$ cat src/binary_heap_priority_queue_core_assert.svh
// Assertion macros for the binary heap priority queue core.
// Each expects signals clk and rst in the scope where it is used.
`ifndef BINARY_HEAP_PRIORITY_QUEUE_CORE_ASSERT_SVH
`define BINARY_HEAP_PRIORITY_QUEUE_CORE_ASSERT_SVH

// Checked only outside reset.
`define BHPQ_ASSERT(lbl, prop, msg) \
  lbl: assert property (@(posedge clk) disable iff (rst) prop) else $error(msg);

// Checked on every edge, reset included.
`define BHPQ_ASSERT_ALWAYS(lbl, prop, msg) \
  lbl: assert property (@(posedge clk) prop) else $error(msg);

`endif

$ cat src/bhpq_pkg.sv
// ----------------------------------------------------------------------------
// bhpq_pkg
// Shared types and codes for the binary heap priority queue core.
// ----------------------------------------------------------------------------
`default_nettype none

package bhpq_pkg;

  localparam int KEY_W        = 32;
  localparam int TAG_W        = 16;
  localparam int STATUS_W     = 2;
  localparam int OCC_W        = 8;
  localparam int DEF_CAPACITY = 255;

  // heap entry, key in the low bits
  typedef struct packed {
    logic [TAG_W-1:0]        tag;
    logic signed [KEY_W-1:0] key;
  } entry_t;

  localparam int ENTRY_W = $bits(entry_t);

  // one result item, key in the low bits
  typedef struct packed {
    logic [OCC_W-1:0]        occupancy;
    logic [STATUS_W-1:0]     status;
    logic [TAG_W-1:0]        tag;
    logic signed [KEY_W-1:0] key;
  } res_t;

  localparam int RES_W      = $bits(res_t);
  localparam int S_TDATA_W  = ((ENTRY_W + 7) / 8) * 8;
  localparam int M_TDATA_W  = ((RES_W + 7) / 8) * 8;

  localparam logic KIND_INSERT  = 1'b0;
  localparam logic KIND_EXTRACT = 1'b1;

  localparam logic [STATUS_W-1:0] ST_DONE  = 2'd0;
  localparam logic [STATUS_W-1:0] ST_FULL  = 2'd1;
  localparam logic [STATUS_W-1:0] ST_EMPTY = 2'd2;

endpackage

`default_nettype wire

$ cat src/bhpq_ctrl.sv
// ----------------------------------------------------------------------------
// bhpq_ctrl
// Sequencer for insert (sift up) and extract (sift down) over the store.
// ----------------------------------------------------------------------------
`default_nettype none

module bhpq_ctrl import bhpq_pkg::*; #(
  parameter int CAPACITY = DEF_CAPACITY,
  localparam int AW = $clog2(CAPACITY + 1)
) (
  input  wire logic          clk,
  input  wire logic          rst,
  input  wire logic          cfg_wen,
  input  wire logic          cfg_wdata,
  input  wire logic          in_valid,
  output logic               in_ready,
  input  wire logic          in_kind,
  input  wire entry_t        in_entry,
  output logic [AW-1:0]      rd_addr_a,
  output logic [AW-1:0]      rd_addr_b,
  input  wire entry_t        rd_data_a,
  input  wire entry_t        rd_data_b,
  output logic               wr_en,
  output logic [AW-1:0]      wr_addr,
  output entry_t             wr_data,
  output logic               res_valid,
  input  wire logic          res_ready,
  output res_t               res
);

  typedef enum logic [3:0] {
    IDLE, UP_RD, UP_CMP, EX_RD, EX_LOAD, DN_RD, DN_CMP, PUT, FINISH
  } state_t;

  state_t                  state;
  logic                    max_order;
  logic [AW-1:0]           count;
  logic [AW-1:0]           pos;
  logic [AW:0]             child;
  entry_t                  moving;
  logic signed [KEY_W-1:0] res_key;
  logic [TAG_W-1:0]        res_tag;
  logic [STATUS_W-1:0]     res_status;

  logic          up_move;
  logic          use_right;
  logic          dn_stop;
  entry_t        best;
  logic [AW:0]   child_inc;
  logic [AW:0]   best_idx;
  logic [AW:0]   best_child;
  logic [AW-1:0] parent_pos;

  function automatic logic ranks_before(input logic ord, input logic signed [KEY_W-1:0] a,
                                        input logic signed [KEY_W-1:0] b);
    return ord ? (a > b) : (a < b);
  endfunction

  assign child_inc  = child + (AW + 1)'(1);
  assign parent_pos = pos >> 1;
  assign up_move    = ranks_before(max_order, moving.key, rd_data_a.key);
  assign use_right  = ({1'b0, count} > child) &&
                      ranks_before(max_order, rd_data_b.key, rd_data_a.key);
  assign best       = use_right ? rd_data_b : rd_data_a;
  assign best_idx   = use_right ? child_inc : child;
  assign best_child = {best_idx[AW-1:0], 1'b0};
  // min order keeps moving on an equal key, max order stops on it
  assign dn_stop    = max_order ? (moving.key >= best.key) : (moving.key < best.key);

  // memory port drive
  always_comb begin
    rd_addr_a = '0;
    rd_addr_b = '0;
    wr_en     = 1'b0;
    wr_addr   = pos;
    wr_data   = moving;
    case (state)
      UP_RD: begin
        rd_addr_a = parent_pos;
      end
      UP_CMP: begin
        wr_en = 1'b1;
        if (up_move) begin
          wr_data = rd_data_a;
        end
      end
      EX_RD: begin
        rd_addr_a = AW'(1);
        rd_addr_b = count;
      end
      DN_RD: begin
        rd_addr_a = child[AW-1:0];
        rd_addr_b = child_inc[AW-1:0];
      end
      DN_CMP: begin
        wr_en = 1'b1;
        if (!dn_stop) begin
          wr_data = best;
        end
      end
      PUT: begin
        wr_en = 1'b1;
      end
      default: begin
      end
    endcase
  end

  assign in_ready      = (state == IDLE);
  assign res_valid     = (state == FINISH);
  assign res.key       = res_key;
  assign res.tag       = res_tag;
  assign res.status    = res_status;
  assign res.occupancy = OCC_W'(count);

  always_ff @(posedge clk) begin
    if (rst) begin
      state      <= IDLE;
      max_order  <= 1'b0;
      count      <= '0;
      pos        <= '0;
      child      <= '0;
      res_key    <= '0;
      res_tag    <= '0;
      res_status <= ST_DONE;
    end else begin
      case (state)
        IDLE: begin
          if (cfg_wen) begin
            max_order <= cfg_wdata;
          end
          if (in_valid) begin
            res_key    <= '0;
            res_tag    <= '0;
            res_status <= ST_DONE;
            if (in_kind == KIND_INSERT) begin
              if (count == AW'(CAPACITY)) begin
                res_status <= ST_FULL;
                state      <= FINISH;
              end else begin
                count  <= count + AW'(1);
                pos    <= count + AW'(1);
                moving <= in_entry;
                state  <= (count == '0) ? PUT : UP_RD;
              end
            end else begin
              if (count == '0) begin
                res_status <= ST_EMPTY;
                state      <= FINISH;
              end else begin
                state <= EX_RD;
              end
            end
          end
        end
        UP_RD: begin
          state <= UP_CMP;
        end
        UP_CMP: begin
          if (up_move) begin
            pos   <= parent_pos;
            state <= (parent_pos == AW'(1)) ? PUT : UP_RD;
          end else begin
            state <= FINISH;
          end
        end
        EX_RD: begin
          state <= EX_LOAD;
        end
        EX_LOAD: begin
          res_key <= rd_data_a.key;
          res_tag <= rd_data_a.tag;
          moving  <= rd_data_b;
          count   <= count - AW'(1);
          pos     <= AW'(1);
          child   <= (AW + 1)'(2);
          // fewer than two entries left: no child to compare
          state   <= (count < AW'(3)) ? PUT : DN_RD;
        end
        DN_RD: begin
          state <= DN_CMP;
        end
        DN_CMP: begin
          if (dn_stop) begin
            state <= FINISH;
          end else begin
            pos   <= best_idx[AW-1:0];
            child <= best_child;
            state <= (best_child > {1'b0, count}) ? PUT : DN_RD;
          end
        end
        PUT: begin
          state <= FINISH;
        end
        FINISH: begin
          if (res_ready) begin
            state <= IDLE;
          end
        end
        default: begin
          state <= IDLE;
        end
      endcase
    end
  end

endmodule

`default_nettype wire
$ cat config.mk
export PLATFORM = sky130hd
export DESIGN_NAME = bhpq_ctrl
export DESIGN_NICKNAME = d
export VERILOG_FILES = /design/src/binary_heap_priority_queue_core_assert.svh /design/src/bhpq_pkg.sv /design/src/bhpq_ctrl.sv
export SDC_FILE = /design/constraint.sdc
export NUM_CORES = 1
export LEC_CHECK = 0
export ABC_AREA = 1
export BUFFER_PORTS_ARGS = -buffer_cell sky130_fd_sc_hd__buf_4
export CORE_ASPECT_RATIO = 1.1
export CORE_MARGIN = 5
export CORE_UTILIZATION = 55
export CTS_BUF_LIST = sky130_fd_sc_hd__clkbuf_16
export CTS_CLUSTER_SIZE = 24
export DETAILED_ROUTE_END_ITERATION = 8
export GPL_ROUTABILITY_DRIVEN = 0
export PLACE_DENSITY_LB_ADDON = 0.08
export REMOVE_ABC_BUFFERS = 1
export SYNTH_ARGS = -nofsm -noshare
export SYNTH_HDL_FRONTEND = slang
export SYNTH_SLANG_ARGS = --single-unit
$ cat constraint.sdc
create_clock -name clk -period 16.5 [get_ports clk]
set_input_delay 0.825 -clock clk [delete_from_list [all_inputs] [get_ports clk]]
set_output_delay 0.825 -clock clk [all_outputs]
set_load 0.005 [all_outputs]
==> results of run 1 <==
[cells by family after synthesis]
kind of cell	count (synthesis)	share of synthesized area
and+or+nand+nor	750	0.306
DFF	127	0.293
adders and majority gates	113	0.137
AOI/OAI and AO/OA	304	0.165
xor gates and xnor gates	5	0.00425
buffers and inverters	238	0.0943
[per-stage QoR]
stage	instances	worst slack [ps]	area [um2]	power, mW	util
2_1_floorplan	1475	9820	10000	1.42	-
3_3_place_gp	2007	9690	12500	1.93	0.679
3_5_place_dp	2007	9500	12500	1.96	0.679
4_1_cts	2039	9460	13100	2.35	0.710
5_1_grt	2039	8850	13100	2.57	0.710
6_report	2039	9410	13100	2.37	0.710
[power by group through the flow]
stage	combinational [mW]	sequential (mW)	clock, mW
after floorplan	0.938	0.484	0
after global placement	1.43	0.494	0
after detailed placement	1.47	0.495	0
after CTS	1.48	0.490	0.379
after global routing	1.67	0.500	0.394
final	1.50	0.492	0.376
[per-layer routing]
layer,GRT usage,routed length (um),up-vias
li1,-,-,5597
met1,0.389,14100,5274
met2,0.548,16900,588
met3,0.0603,3380,81
met4,0.123,1030,0
met5,0,0,-
[synth_stat cells, drive strengths merged (5+ instances only)]
| master | count |
|---|---|
| nand2 | 511 |
| inv | 174 |
| a21oi | 144 |
| ha | 113 |
| nor2 | 112 |
| o21ai | 88 |
| nand3 | 82 |
| dfxtp | 79 |
| edfxtp | 48 |
| clkbuf | 34 |
| buf | 28 |
| nand4 | 24 |
| a22oi | 16 |
| o211ai | 15 |
| o22ai | 15 |
| nor3 | 10 |
| a21o | 5 |
| o21a | 5 |
| o221ai | 5 |
| or2 | 5 |
| xor2 | 5 |
[critical path: cells and delay by family]
kind | cells | cell delay [ps]
simple gates | 21 | 3270
fa+ha+maj | 2 | 660
buf+inv | 5 | 910
compound gates | 3 | 580
[final timing paths]
check	start	endpoint	slack [ps]	cells past startpoint
hold reg to reg	res_key[4]	res_key[4]	460	2
setup reg to reg	child[2]	state[1]	11170	27
setup / recovery	rd_data_a[31]	wr_data[45]	9410	31
hold / removal	res_key[4]	res_key[4]	460	2
[registers in the layout (all words and copies together), names as in the netlist]
name and count:
moving 48, res_key 32, res_tag 16, child 8, count 8, wr_addr 8, state 4, res_status 2
max_order 1
[final cells by class]
type / count / area, um2
Multi-Input combinational cell: 1172 / 6340
Fill cell: 1628 / 5340
Sequential cell: 127 / 3020
Timing Repair Buffer: 289 / 2170
Inverter: 176 / 666
Clock buffer: 17 / 425
Tap cell: 243 / 304
Clock inverter: 15 / 146
==> Implementation_results.wiki, run 1 <==
{| class="wikitable"
! Metric !! Value
|-
| Antenna Cells || 0
|-
| CTS tree || done
|-
| Hold/Removal Path Class || reg -> reg
|-
| Final WL || 35.5 mm
|-
| Worst path required time || 15,670 ps
|-
| Overall die area || 0.0216 mm2
|-
| Worst rel slew slack || 0.157
|-
| Area Overhead vs Synth || 26.8%
|-
| Setup repair after global routing missed its margin || no
|-
| Worst VDD drop || 163 uV
|-
| Total Nets Final || 2,047
|-
| Total half-perimeter wirelength after legalization and detailed placement || 24.8 mm
|-
| PortBufs || 283
|-
| Violation count after the first detailed-routing iteration || 781
|-
| Critical Path Start Type || input pin
|-
| Status || complete, no violations
|-
| Number of buffers inserted during clock tree synthesis || 17
|-
| Cell internal pwr || 1.18 mW
|-
| Buffer depth of the longest clock path || 2
|-
| Number of global-route vias before repair || 11,325
|-
| Combined global-route utilization of all metal layers || 0.317
|-
| Clock-pin transition on the worst setup and hold timing paths || 60 ps
|-
| Kind of critical path || in -> out
|-
| Detailed Routing Iterations Pass 1 || 7
|-
| Vias || 11,540
|-
| Die span in y || 154 um
|-
| Number of levels in the clock H-tree || 4
|-
| Maximum fanout count along the critical path || 65
|-
| Slowest stage cell, crit path || sky130_fd_sc_hd__nand2_2
|-
| Switching power of the nets || 1.19 mW
|-
| Final total negative setup slack || 0 ps
|-
| Overall overflow remaining after global route || 0
|-
| Clock skew after layout || 8.40 ps
|-
| Final routed DRC violation total || 0
|-
| Number of primary I/O pins || 284
|-
| Clock root buffer || sky130_fd_sc_hd__clkbuf_16
|-
| Antenna violations before repair || 0
|-
| Most common flop cell mapped by yosys || sky130_fd_sc_hd__dfxtp_1
|-
| Post-route worst hold slack || 463 ps
|-
| Number of warning messages in the yosys log || 0
|-
| Rows || 52
|-
| Logic gate share of total power || 0.633
|-
| Share of power burned in registers || 0.208
|-
| Commonest cells after routing, fill and taps aside || 501 x sky130_fd_sc_hd__nand2_1, 289 x sky130_fd_sc_hd__buf_4, 168 x sky130_fd_sc_hd__inv_1
|-
| Final critical-path required period || 7090 ps
|-
| LEAKAGE || 6.52 nW
|-
| Number of gates resized after cts || 0
|-
| Core area || 0.0184 mm2
|-
| Top-area cell type share of the netlist area || 0.182
|-
| Register area share after synthesis || 0.293
|-
| Pin count of the biggest net entering global routing || 73
|-
| Clock tree sinks || 127
|-
| Element type at the critical path end || primary output
|-
| Fraction of power spent switching nets || 0.503
|-
| Drt wl/cell || 17.4 um
|-
| Ranking of synthesized cells by area || sky130_fd_sc_hd__nand2_1 18%, sky130_fd_sc_hd__dfxtp_1 15%, sky130_fd_sc_hd__edfxtp_1 14%
|-
| Layout cell share with drive strength beyond 1 || 0.205
|-
| Chip width || 141 um
|-
| Final period util || 0.430
|-
| Post-CTS Setup Repair Bufs || 0
|-
| Fin. max-slew vios || 0
|-
| Least-Margin Pin Slew || 1260 ps
|-
| Area leader, netlist || sky130_fd_sc_hd__nand2_1
|-
| Max Clock Freq || 141 MHz
|-
| Portion of total power attributed to the clock network || 0.159
|-
| Seq cells post-synth || 127
|-
| Unique cell type count in the Yosys netlist || 44
|-
| Mapped cell area || 0.0103 mm2
|-
| Peak per-stage delay on the critical path || 900 ps
|-
| Max_cap viols || 0
|-
| # setup viols final || 0
|-
| Number of hold buffers added after cts || 0
|-
| Wire length of the first global-routing pass || 56.0 mm
|-
| Mean instance size in the synthesized netlist || 6.71 um2
|-
| Most frequent CP cell || sky130_fd_sc_hd__nand2_1
|-
| Later-pin clock latency in the skew report || 430 ps
|-
| Async SR Flop Fraction || 0
|-
| Number of hold violations in the final report || 0
|-
| Number of instances in the synthesized netlist || 1,537
|-
| Vias per cell || 5.66
|-
| Number of enable flip-flop cells after synthesis || 48
|-
| Power density relative to cell area || 181 mW/mm2
|-
| Residual antenna-violating net count after detailed routing || 0
|-
| Effective utilization at floorplan || 0.560
|-
| Most frequent standard cell in the layout excluding fill and tap cells || sky130_fd_sc_hd__nand2_1
|-
| Data arrival at the endpoint of the critical path || 6270 ps
|}
Power figures use the tool's default switching activity.
==> run 2, diff against run 1 <==
CORE_UTILIZATION = 49   (was 55)
clock period = 6.14 ns   (was 16.5 ns; I/O delays follow)
==> run 2 against run 1 <==
Via count down 1.4%. Non-clock buffer count increased by 7. Sequential power rose to 2.7 times the previous value. Clock skew up 2.4 ps. Largest power group unchanged. Critical path type is now reg -> out.
==> Implementation_results.wiki, run 2 (synthesis results as in run 1) <==
{| class="wikitable"
! Metric !! Value
|-
| Status || complete, no violations
|-
| Number of primary I/O pins || 284 (unchanged)
|-
| Worst r2r dst || state[2]
|-
| Number of buffers inserted during clock tree synthesis || 17 (unchanged)
|-
| Data arrival at the endpoint of the critical path || 5240 ps (-1030 ps)
|-
| Area Overhead vs Synth || 28.2%
|-
| Most frequent CP cell || sky130_fd_sc_hd__nand2_1
|-
| Number of hold violations in the final report || 0 (unchanged)
|-
| Final WL || 35.6 mm (+0.28%)
|-
| Top flop regs || moving: 48 flops, res_key: 32 flops, res_tag: 16 flops
|-
| Total area of sequential cells || 0.00302 mm2 (unchanged)
|-
| Startpoint of the lowest-slack register-to-register path || child[3]
|-
| Effective utilization at floorplan || 0.499 (-0.0605)
|-
| Fin. max-slew vios || 0 (unchanged)
|-
| Violation count after the first detailed-routing iteration || 717 (-8.2%)
|-
| Hold/Removal Path Class || in -> reg
|-
| Clock root buffer || sky130_fd_sc_hd__clkbuf_16
|-
| Fin area || 0.0132 mm2 (+1.1%)
|-
| Kind of critical path || reg -> out
|-
| Fraction of the core area covered by cells at the end of the flow || 0.640 (-0.0698)
|-
| Max_cap viols || 0 (unchanged)
|-
| Buffer depth of the longest clock path || 2 (unchanged)
|-
| Commonest cells after routing, fill and taps aside || 500 x sky130_fd_sc_hd__nand2_1, 295 x sky130_fd_sc_hd__buf_4, 167 x sky130_fd_sc_hd__inv_1
|-
| PortBufs || 283 (unchanged)
|-
| Clock-pin transition on the worst setup and hold timing paths || 70 ps (about the same)
|-
| Core area || 0.0206 mm2 (+12%)
|-
| Die span in y || 162 um (+5.6%)
|-
| Total half-perimeter wirelength after legalization and detailed placement || 25.4 mm (+2.4%)
|-
| Least-Margin Pin Slew || 1020 ps (-240 ps)
|-
| Rows || 55 (+5.8%)
|-
| Chip width || 148 um (+5.5%)
|-
| Critical Path Start Type || flip-flop
|-
| Top reg by flops || moving
|-
| Max Clock Freq || 180 MHz
|-
| Detailed Routing Iterations Pass 1 || 5 (-2)
|-
| Number of levels in the clock H-tree || 4 (unchanged)
|-
| Total Nets Final || 2,054 (+0.34%)
|-
| LEAKAGE || 6.60 nW (+1.2%)
|-
| Drt wl/cell || 17.3 um (-0.70%)
|-
| Most frequent standard cell in the layout excluding fill and tap cells || sky130_fd_sc_hd__nand2_1
|-
| Flip-flop count of the largest register after layout || 48 (unchanged)
|-
| Combined global-route utilization of all metal layers || 0.289 (-0.0279)
|-
| Instance area after placement || 0.0126 mm2 (+0.59%)
|-
| Depth of the most critical reg-to-reg path || 28 (+3.7%)
|-
| Setup crit end || wr_data[3]
|-
| Clock tree sinks || 127 (unchanged)
|-
| Area occupied by multi-input gates || 0.00634 mm2 (about the same)
|-
| # setup viols final || 0 (unchanged)
|-
| Layout cell share with drive strength beyond 1 || 0.209 (+0.00420)
|-
| CTS tree || done
|-
| Later-pin clock latency in the skew report || 430 ps (about the same)
|-
| Final routed DRC violation total || 0 (unchanged)
|-
| Wire length of the first global-routing pass || 56.1 mm (+0.15%)
|-
| Number of fill cells || 1,923 (+18%)
|-
| Post-placement setup slack || 552 ps (-8950 ps)
|-
| Final Worst Setup Slack || 590 ps (-8820 ps)
|-
| Start point of the worst hold path || in_entry[11]
|-
| Final period util || 0.904
|-
| Peak per-stage delay on the critical path || 380 ps (-520 ps)
|-
| Critical Path Start || child[3]
|-
| Clock skew after layout || 10.8 ps (+2.43 ps)
|-
| Antenna violations before repair || 0 (unchanged)
|-
| Element type at the critical path end || primary output
|-
| Maximum fanout count along the critical path || 50 (-23%)
|-
| Worst rel slew slack || 0.319 (+0.162)
|-
| Final critical-path required period || 5550 ps
|-
| Non-filler instance count after layout || 2,059 (+0.98%)
|-
| Power, Total || 6.50 mW (+170%)
|-
| Vias per cell || 5.53 (-2.3%)
|-
| Reg-to-reg setup timing slack || 1470 ps (-9700 ps)
|-
| Setup repair after global routing missed its margin || no
|-
| Residual antenna-violating net count after detailed routing || 0 (unchanged)
|-
| Overall overflow remaining after global route || 0 (unchanged)
|-
| Worst VDD drop || 327 uV (+100%)
|-
| Slowest stage cell, crit path || sky130_fd_sc_hd__dfxtp_1
|-
| Antenna Cells || 0 (unchanged)
|-
| Overall die area || 0.0240 mm2 (+11%)
|-
| Pin count of the biggest net entering global routing || 91 (+25%)
|-
| Vias || 11,383 (-1.4%)
|-
| Power density relative to cell area || 492 mW/mm2 (+170%)
|-
| Worst path required time || 5830 ps (-9840 ps)
|-
| Placed Cells || 2,026 (+0.95%)
|-
| Number of global-route vias before repair || 11,153 (-1.5%)
|}
-- run 2: final cells by class --
type / count / area share
Timing Repair Buffer: 296 / 0.169
Clock buffer: 17 / 0.0322
Sequential cell: 127 / 0.229
Clock inverter: 15 / 0.0156
Tap cell: 256 / 0.0242
Multi-Input combinational cell: 1172 / 0.480
Inverter: 176 / 0.0504
-- run 2: critical path: cells and delay by family, from the launching register on --
kind / cells / cell delay (ps)
adders and majority gates: 2 / 610
and+or+nand+nor: 13 / 1680
buffers and inverters: 5 / 800
AOI/OAI and AO/OA: 8 / 1310
DFF: 1 / 380
-- run 2: per-stage QoR --
stage	hold WS (ps)	TNS (ps)
6_report	134	0
5_1_grt	136	0
4_1_cts	128	0
3_5_place_dp	452	0
2_1_floorplan	376	-11740
3_3_place_gp	448	0
-- run 2: metal layers --
layer / vias up / GRT usage / part of all wire
met3: 81 / 0.0670 / 0.086
li1: 5621 / - / -
met5: - / 0 / 0
met4: 0 / 0.111 / 0.034
met1: 5189 / 0.352 / 0.41
met2: 492 / 0.496 / 0.47
-- run 2: what timing repair did --
item                       4_1_cts  5_1_grt
setup endpoints to repair        0       17
buffers inserted                 0        1
gates resized for setup          0        1
hold buffers                     0        0
-- run 2: power by group --
part	switching (mW)	internal, mW
Clock	0.442	0.687
Combinational	2.56	1.49
Sequential	0.192	1.13
-- run 2: worst min path at each step --
stage	to	cells after the start	slack, ps
after floorplan	res_key[0]	1	380
after global placement	res_tag[15]	2	450
after detailed placement	res_key[14]	2	450
after CTS	moving[16]	3	130
after global routing	res_tag[9]	3	140
final	moving[11]	3	130
